[config.mk]
export PLATFORM = sky130hd
export DESIGN_NAME = selective_repeat_receive_window
export DESIGN_NICKNAME = d
export VERILOG_FILES = /design/src/hw/rtl/srrw_pkg.sv /design/src/hw/rtl/selective_repeat_receive_window.sv /design/src/hw/rtl/srrw_ctrl.sv /design/src/hw/rtl/srrw_dp.sv
export VERILOG_INCLUDE_DIRS = /design/src /design/src/hw/rtl
export SDC_FILE = /design/constraint.sdc
export NUM_CORES = 1
export LEC_CHECK = 0
export BUFFER_PORTS_ARGS = -buffer_cell sky130_fd_sc_hd__buf_2
export CORE_ASPECT_RATIO = 0.6
export CORE_MARGIN = 2
export CORE_UTILIZATION = 45
export DETAILED_ROUTE_END_ITERATION = 8
export PLACE_DENSITY = 0.79
export REMOVE_ABC_BUFFERS = 1
export SLEW_MARGIN = 10
export SYNTH_ARGS = -nofsm -noshare
export SYNTH_HDL_FRONTEND = slang
export SYNTH_SLANG_ARGS = --single-unit
[constraint.sdc]
create_clock -name clk -period 4.35 [get_ports clk]
set_input_delay 0 -clock clk [delete_from_list [all_inputs] [get_ports clk]]
set_output_delay 0 -clock clk [all_outputs]
set_load 0.1 [all_outputs]
[src/hw/rtl/assert_macros.svh]
// assertion macros used by the rtl top level
// expects clk and rst_n in the scope of use
`ifndef ASSERT_MACROS_SVH
`define ASSERT_MACROS_SVH

// same-cycle implication, checked outside reset
`define SRRW_ASSERT_NOW(label, ante, cons, msg) \
    label: assert property (@(posedge clk) disable iff (!rst_n) (ante) |-> (cons)) \
        else $error(msg);

// next-cycle implication, checked outside reset
`define SRRW_ASSERT_NEXT(label, ante, cons, msg) \
    label: assert property (@(posedge clk) disable iff (!rst_n) (ante) |=> (cons)) \
        else $error(msg);

`endif

[src/hw/rtl/srrw_pkg.sv]
// types, codes and defaults for the selective repeat receive window
// no dependencies
package srrw_pkg;

    localparam int WINDOW_DEF   = 4;
    localparam int SEQ_BITS_DEF = 16;

    // result status codes
    localparam logic [1:0] ST_NEW = 2'd0;
    localparam logic [1:0] ST_DUP = 2'd1;
    localparam logic [1:0] ST_OUT = 2'd2;

    typedef struct packed {
        logic        [15:0] seq_number;
        logic signed [31:0] payload;
    } pkt_t;

    typedef struct packed {
        logic [1:0]  status;
        logic        ack_valid;
        logic [15:0] ack_seq;
        logic [15:0] window_base;
    } res_t;

    // controller to datapath commands
    typedef struct packed {
        logic load;
        logic eval;
        logic commit;
    } cmd_t;

    typedef enum logic [1:0] {
        S_IDLE,
        S_EVAL,
        S_SLIDE
    } state_t;

endpackage

[src/hw/rtl/selective_repeat_receive_window.sv]
// top level of the selective repeat receive window
// depends on srrw_pkg, srrw_ctrl, srrw_dp and assert_macros.svh
//
//   channel | signals                    | beat
//   --------+----------------------------+---------------------------------------
//   pkt     | pkt_valid, pkt_ready, pkt  | seq_number, payload
//   res     | res_valid, res_ready, res  | status, ack_valid, ack_seq, window_base
//
// a packet is handled in the eval state, which tests the window and sets its mark,
// then in the slide state, which slides the window past the run of received marks
// and loads the result register; the next packet is taken in the cycle the result
// register loads, so a new beat is not taken before the last one is through
// reset clears the marks, base and ring head at once; the payload store is not cleared
// a stalled result holds in its register; the slide waits until that register frees
module selective_repeat_receive_window #(
    parameter int WINDOW   = srrw_pkg::WINDOW_DEF,
    parameter int SEQ_BITS = srrw_pkg::SEQ_BITS_DEF
) (
    input  logic           clk,
    input  logic           rst_n,
    input  logic           pkt_valid,
    output logic           pkt_ready,
    input  srrw_pkg::pkt_t pkt,
    output logic           res_valid,
    input  logic           res_ready,
    output srrw_pkg::res_t res
);
    import srrw_pkg::*;

    // commands from the sequencer
    cmd_t cmd;

    // handshakes and sequencing
    srrw_ctrl u_ctrl (
        .clk       (clk),
        .rst_n     (rst_n),
        .pkt_valid (pkt_valid),
        .pkt_ready (pkt_ready),
        .res_valid (res_valid),
        .res_ready (res_ready),
        .cmd       (cmd)
    );

    // window state, payload store and result register
    srrw_dp #(
        .WINDOW   (WINDOW),
        .SEQ_BITS (SEQ_BITS)
    ) u_dp (
        .clk   (clk),
        .rst_n (rst_n),
        .pkt   (pkt),
        .cmd   (cmd),
        .res   (res)
    );

`include "assert_macros.svh"

    // an accepted beat is always evaluated in the following cycle
    `SRRW_ASSERT_NEXT(a_accept_then_eval, pkt_valid && pkt_ready, cmd.eval, "accept not followed by eval")
    // no new beat is taken while one is being evaluated
    `SRRW_ASSERT_NOW(a_no_accept_in_eval, cmd.eval, !pkt_ready, "accept during eval")
    // a result only loads into a free output register
    `SRRW_ASSERT_NOW(a_commit_free, cmd.commit, !res_valid || res_ready, "result overwritten")
    // an ack goes out exactly when the packet was not discarded
    `SRRW_ASSERT_NOW(a_ack_status, res_valid, (res.ack_valid != (res.status == ST_OUT)) && (res.status != 2'd3), "ack and status disagree")

endmodule

[src/hw/rtl/srrw_ctrl.sv]
// sequencer for the receive window: handshakes and datapath commands
// depends on srrw_pkg
module srrw_ctrl (
    input  logic          clk,
    input  logic          rst_n,
    input  logic          pkt_valid,
    output logic          pkt_ready,
    output logic          res_valid,
    input  logic          res_ready,
    output srrw_pkg::cmd_t cmd
);
    import srrw_pkg::*;

    state_t state_reg;
    state_t state_next;
    logic   out_valid_reg;
    logic   out_valid_next;
    logic   out_free;

    assign out_free  = !out_valid_reg || res_ready;
    assign res_valid = out_valid_reg;

    always_comb
    begin
        state_next = state_reg;
        unique case (state_reg)
            S_IDLE:
            begin
                if (pkt_valid)
                begin
                    state_next = S_EVAL;
                end
            end
            S_EVAL:
            begin
                state_next = S_SLIDE;
            end
            S_SLIDE:
            begin
                if (out_free)
                begin
                    state_next = pkt_valid ? S_EVAL : S_IDLE;
                end
            end
            default:
            begin
                state_next = S_IDLE;
            end
        endcase
    end

    always_comb
    begin
        pkt_ready  = 1'b0;
        cmd.load   = 1'b0;
        cmd.eval   = 1'b0;
        cmd.commit = 1'b0;
        unique case (state_reg)
            S_IDLE:
            begin
                pkt_ready = 1'b1;
                cmd.load  = pkt_valid;
            end
            S_EVAL:
            begin
                cmd.eval = 1'b1;
            end
            S_SLIDE:
            begin
                pkt_ready  = out_free;
                cmd.commit = out_free;
                cmd.load   = out_free && pkt_valid;
            end
            default:
            begin
                pkt_ready = 1'b0;
            end
        endcase
    end

    always_comb
    begin
        if (cmd.commit)
        begin
            out_valid_next = 1'b1;
        end
        else if (res_ready)
        begin
            out_valid_next = 1'b0;
        end
        else
        begin
            out_valid_next = out_valid_reg;
        end
    end

    always_ff @(posedge clk or negedge rst_n)
    begin
        if (!rst_n)
        begin
            state_reg     <= S_IDLE;
            out_valid_reg <= 1'b0;
        end
        else
        begin
            state_reg     <= state_next;
            out_valid_reg <= out_valid_next;
        end
    end

endmodule

[src/hw/rtl/srrw_dp.sv]
// receive window datapath: window test, marks, payload store, slide, result register
// depends on srrw_pkg
module srrw_dp #(
    parameter int WINDOW   = srrw_pkg::WINDOW_DEF,
    parameter int SEQ_BITS = srrw_pkg::SEQ_BITS_DEF
) (
    input  logic           clk,
    input  logic           rst_n,
    input  srrw_pkg::pkt_t pkt,
    input  srrw_pkg::cmd_t cmd,
    output srrw_pkg::res_t res
);
    import srrw_pkg::*;

    localparam int IDX_W = (WINDOW > 1) ? $clog2(WINDOW) : 1;
    localparam int CNT_W = $clog2(WINDOW + 1);
    localparam int CMP_W = (SEQ_BITS > CNT_W) ? SEQ_BITS : CNT_W;
    localparam int EXT_W = (SEQ_BITS > 16) ? SEQ_BITS : 16;

    logic [SEQ_BITS-1:0] seq_reg;
    logic [31:0]         val_reg;
    logic [SEQ_BITS-1:0] base_reg;
    logic [SEQ_BITS-1:0] base_next;
    logic [IDX_W-1:0]    head_reg;
    logic [IDX_W-1:0]    head_next;
    logic [WINDOW-1:0]   mark_reg;
    logic [WINDOW-1:0]   mark_set;
    logic [WINDOW-1:0]   mark_slid;
    logic [1:0]          status_reg;
    logic [1:0]          status_next;
    logic                ack_reg;
    logic                ack_next;
    res_t                res_reg;
    res_t                res_next;
    logic [31:0]         slot_mem [WINDOW];

    logic [EXT_W-1:0]    seq_in_ext;
    logic [EXT_W-1:0]    seq_out_ext;
    logic [EXT_W-1:0]    base_out_ext;
    logic [SEQ_BITS-1:0] ahead;
    logic [SEQ_BITS-1:0] behind;
    logic [CMP_W-1:0]    ahead_x;
    logic [CMP_W-1:0]    behind_x;
    logic                in_win;
    logic                prev_win;
    logic [IDX_W-1:0]    slot_off;
    logic                store_new;
    logic [IDX_W:0]      wr_sum;
    logic [IDX_W-1:0]    wr_idx;
    logic [CNT_W-1:0]    run_cnt;
    logic [CNT_W:0]      head_sum;

    // sequence bits above SEQ_BITS are dropped
    assign seq_in_ext = EXT_W'(pkt.seq_number);

    // window test on the captured packet
    assign ahead    = seq_reg - base_reg;
    assign behind   = base_reg - seq_reg;
    assign ahead_x  = CMP_W'(ahead);
    assign behind_x = CMP_W'(behind);
    assign in_win   = ahead_x < CMP_W'(WINDOW);
    assign prev_win = (behind_x != '0) && (behind_x <= CMP_W'(WINDOW));
    assign slot_off = ahead_x[IDX_W-1:0];
    assign store_new = in_win && !mark_reg[slot_off];

    // physical slot of the packet in the ring store
    always_comb
    begin
        wr_sum = {1'b0, head_reg} + {1'b0, slot_off};
        if (wr_sum >= (IDX_W+1)'(WINDOW))
        begin
            wr_sum = wr_sum - (IDX_W+1)'(WINDOW);
        end
        wr_idx = wr_sum[IDX_W-1:0];
    end

    always_comb
    begin
        mark_set = mark_reg;
        if (store_new)
        begin
            mark_set[slot_off] = 1'b1;
        end
    end

    always_comb
    begin
        priority if (in_win)
        begin
            status_next = store_new ? ST_NEW : ST_DUP;
            ack_next    = 1'b1;
        end
        else if (prev_win)
        begin
            status_next = ST_DUP;
            ack_next    = 1'b1;
        end
        else
        begin
            status_next = ST_OUT;
            ack_next    = 1'b0;
        end
    end

    // run of received marks at the low edge
    always_comb
    begin
        logic run;
        run     = 1'b1;
        run_cnt = '0;
        for (int k = 0; k < WINDOW; k++)
        begin
            if (run && mark_reg[k])
            begin
                run_cnt = run_cnt + CNT_W'(1);
            end
            else
            begin
                run = 1'b0;
            end
        end
    end

    assign mark_slid = mark_reg >> run_cnt;
    assign base_next = base_reg + SEQ_BITS'(run_cnt);

    always_comb
    begin
        head_sum = (CNT_W+1)'(head_reg) + (CNT_W+1)'(run_cnt);
        if (head_sum >= (CNT_W+1)'(WINDOW))
        begin
            head_sum = head_sum - (CNT_W+1)'(WINDOW);
        end
        head_next = head_sum[IDX_W-1:0];
    end

    assign seq_out_ext  = EXT_W'(seq_reg);
    assign base_out_ext = EXT_W'(base_next);

    always_comb
    begin
        res_next.status      = status_reg;
        res_next.ack_valid   = ack_reg;
        res_next.ack_seq     = ack_reg ? seq_out_ext[15:0] : 16'd0;
        res_next.window_base = base_out_ext[15:0];
    end

    assign res = res_reg;

    always_ff @(posedge clk or negedge rst_n)
    begin
        if (!rst_n)
        begin
            base_reg <= '0;
            head_reg <= '0;
            mark_reg <= '0;
        end
        else if (cmd.eval)
        begin
            mark_reg <= mark_set;
        end
        else if (cmd.commit)
        begin
            mark_reg <= mark_slid;
            base_reg <= base_next;
            head_reg <= head_next;
        end
    end

    always_ff @(posedge clk)
    begin
        if (cmd.load)
        begin
            seq_reg <= seq_in_ext[SEQ_BITS-1:0];
            val_reg <= pkt.payload;
        end
        if (cmd.eval)
        begin
            status_reg <= status_next;
            ack_reg    <= ack_next;
        end
        if (cmd.commit)
        begin
            res_reg <= res_next;
        end
    end

    always_ff @(posedge clk)
    begin
        if (cmd.eval && store_new)
        begin
            slot_mem[wr_idx] <= val_reg;
        end
    end

endmodule

==> results.json <==
{
  "status": "completed",
  "critPathKind": "reg -> reg",
  "syn_area_per_cell_sq_um": 9.96,
  "htreeDepth": 3,
  "drive_above_1_share": 0.149,
  "gr-total-overflow": 0,
  "clk_path_buf_depth": 2,
  "antenna_found_initial": 0,
  "synth_seq_cells": 77,
  "leakage_nw": 2.42,
  "placed_area_sq_um": 5360,
  "wl_per_cell_um": 16.8,
  "ir_drop_mv": 0.269,
  "diodes": 0,
  "cts_resized": 0,
  "cts_root_buffer": "clkbuf_16",
  "firstDrtPassIters": 5,
  "drt_iter0_markers": 298,
  "cp-end-kind": "flip-flop",
  "vias_per_cell": 5.53,
  "cts_sinks": 77,
  "hold_ws_ns": 0.240,
  "fin_area_sq_um": 5890,
  "largest_register_ffs": 35,
  "gp_congestion": 0.864,
  "cp.arrival_ns": 3.94,
  "ios": 89,
  "drc_errors": 0,
  "powerDensity_nw_per_um2": 422,
  "clk_latency_ns": 0.33,
  "synthFlopType": "edfxtp_1",
  "yosys_warnings": 0,
  "initial_core_util": 0.466,
  "crit_required_ns": 4.43,
  "slew_headroom": 0.285,
  "synth_edf_count": 54,
  "layout_common_cells": "56 x buf_2, 54 x edfxtp_1, 44 x inv_1",
  "syn_area_sq_um": 4950,
  "tns_ns": 0,
  "rsz0062_at_grt": "false",
  "fin_nets": 660,
  "core_area_sq_um": 10600,
  "die_x_um": 139,
  "period_needed_ns": 3.86,
  "cts.clk_slew.worst_paths_ns": 0.06,
  "finalSetupViolations": 0,
  "hold_viol_final": 0,
  "async_reset_ff_frac": 0.299,
  "vias": 3956,
  "period_share": 0.887,
  "grt_max_degree": 42,
  "tightest_slew_ns": 1.07,
  "layout_commonest_cell": "buf_2",
  "timing.fmax_mhz": 259,
  "grt_pass1_vias": 3690,
  "port_buffers": 56,
  "drv_cap": 0,
  "cts_tree": "yes",
  "synth_top_area_cell": "edfxtp_1",
  "fp-row-count": 29,
  "gr-usage-all-layers": 0.205,
  "wirelength_um": 12000,
  "fin_cells": 715,
  "start_kind": "flip-flop",
  "synth_cell_types": 63,
  "grt_pass1_wl_um": 19100,
  "cts_buffers": 9,
  "hpwlAfterDp_um": 8660,
  "netlist_instances": 497,
  "hold_path_class": "in -> async",
  "final_max_slew_viol_count": 0,
  "syn2layout_area_growth_pct": 19.0,
  "rr_endpoint": "u_dp.res[14]",
  "postRouteAntennaNets": 0,
  "reg2reg_setup_slack_ns": 0.49,
  "finClkSkew_ns": 0.00692,
  "ys_seq_area_frac": 0.444,
  "die_area_sq_um": 11900,
  "synth_top_area_share": 0.328,
  "cp_max_fo": 9,
  "r2r_cells": 16,
  "die_h_um": 85.2,
  "dp.cells": 680,
  "synth_area_leaders": "edfxtp_1 33%, dfrtp_1 12%, ha_1 8.8%",
  "r2r-start": "u_dp.mark_reg[1]"
}
Yosys cell counts, types with 5 or more instances:
cell / n
edfxtp_1: 54
nand4_1: 5
nor3_1: 11
nand3_1: 16
dfrtp_1: 23
inv_1: 45
o21a_1: 6
nor2b_1: 5
a31oi_1: 5
a21o_1: 10
nand2_1: 32
o21ai_0: 22
a21oi_1: 40
ha_1: 35
a211oi_1: 6
clkbuf_1: 13
nor2_1: 27
xor2_1: 6
and2_1: 20
xnor2_1: 34
nand2b_1: 13
worst max-delay path: stages, from the launching register on:
cell and delay [ns]:
dfrtp_1 0.47, nand2_1 0.12, inv_1 0.06, ha_1 0.30
o21a_1 0.19, ha_1 0.30, nand2_1 0.07, a31oi_1 0.08
buf_4 0.18, fa_1 0.42, a21oi_1 0.39, nor3_1 0.16
and3_1 0.25, and3_1 0.23, nand3_1 0.18, nor2_1 0.08
xnor2_1 0.12
worst max path at each step:
stage / startpoint / to / slack [ns] / depth (start not counted)
after floorplan: u_ctrl.res_valid / u_dp.seq_out_ext[0] / 0.80 / 3
after global placement: u_dp.mark_reg[0] / u_dp.res[14] / 0.57 / 16
after detailed placement: u_dp.mark_reg[1] / u_dp.res[14] / 0.53 / 16
after CTS: u_dp.mark_reg[1] / u_dp.res[14] / 0.53 / 16
after global routing: u_dp.mark_reg[0] / u_dp.res[14] / 0.25 / 16
final: u_dp.mark_reg[1] / u_dp.res[14] / 0.49 / 16
through the flow:
step / setup slack [ns] / power, mW / utilization
6_report: 0.490 / 2.49 / 0.554
5_1_grt: 0.248 / 2.60 / 0.554
4_1_cts: 0.533 / 2.50 / 0.554
3_5_place_dp: 0.529 / 1.62 / 0.504
3_3_place_gp: 0.565 / 1.61 / 0.504
2_1_floorplan: 0.803 / 1.47 / -
routing by layer:
metal  up-vias  GRT usage  wire (um)  part of all wire
met4         0     0.0404        106            0.0088
met2       143      0.289       4940              0.41
li1       1918          -          -                 -
met5         -          0          0                 0
met1      1885      0.320       6130              0.51
met3        10     0.0497        799             0.067
power by group:
part	leakage (nW)	internal (mW)	total, mW	switching (mW)
sequential	0.806	0.863	0.914	0.0516
combinational	1.44	0.220	0.716	0.496
clock	0.165	0.562	0.855	0.294
total	2.42	1.64	2.49	0.841
timing repair:
item                                   CTS  global route
setup buffers                            0             0
endpoints found under the hold margin   41             0
hold buffers                            19             0
logic make-up (layout without fill, tap and decap cells):
kind of cell,Yosys count,after routing,share of synthesized area
AND/OR/NAND/NOR,156,156,0.170
multiplexers,3,3,0.00910
buffers and inverters,62,141,0.0508
flip-flops,77,77,0.444
adder cells (fa/ha/maj),37,37,0.0966
AO/OA/AOI/OAI,122,122,0.158
XOR/XNOR,40,40,0.0708
cell type report:
| class | instances | area (sq um) |
|---|---|---|
| Timing Repair Buffer | 80 | 508 |
| Clock inverter | 6 | 111 |
| Multi-Input combinational cell | 358 | 2500 |
| Fill cell | 975 | 4740 |
| Sequential cell | 77 | 2200 |
| Inverter | 45 | 169 |
| Clock buffer | 10 | 229 |
| Tap cell | 139 | 174 |
(Power assumes the default switching activity.)
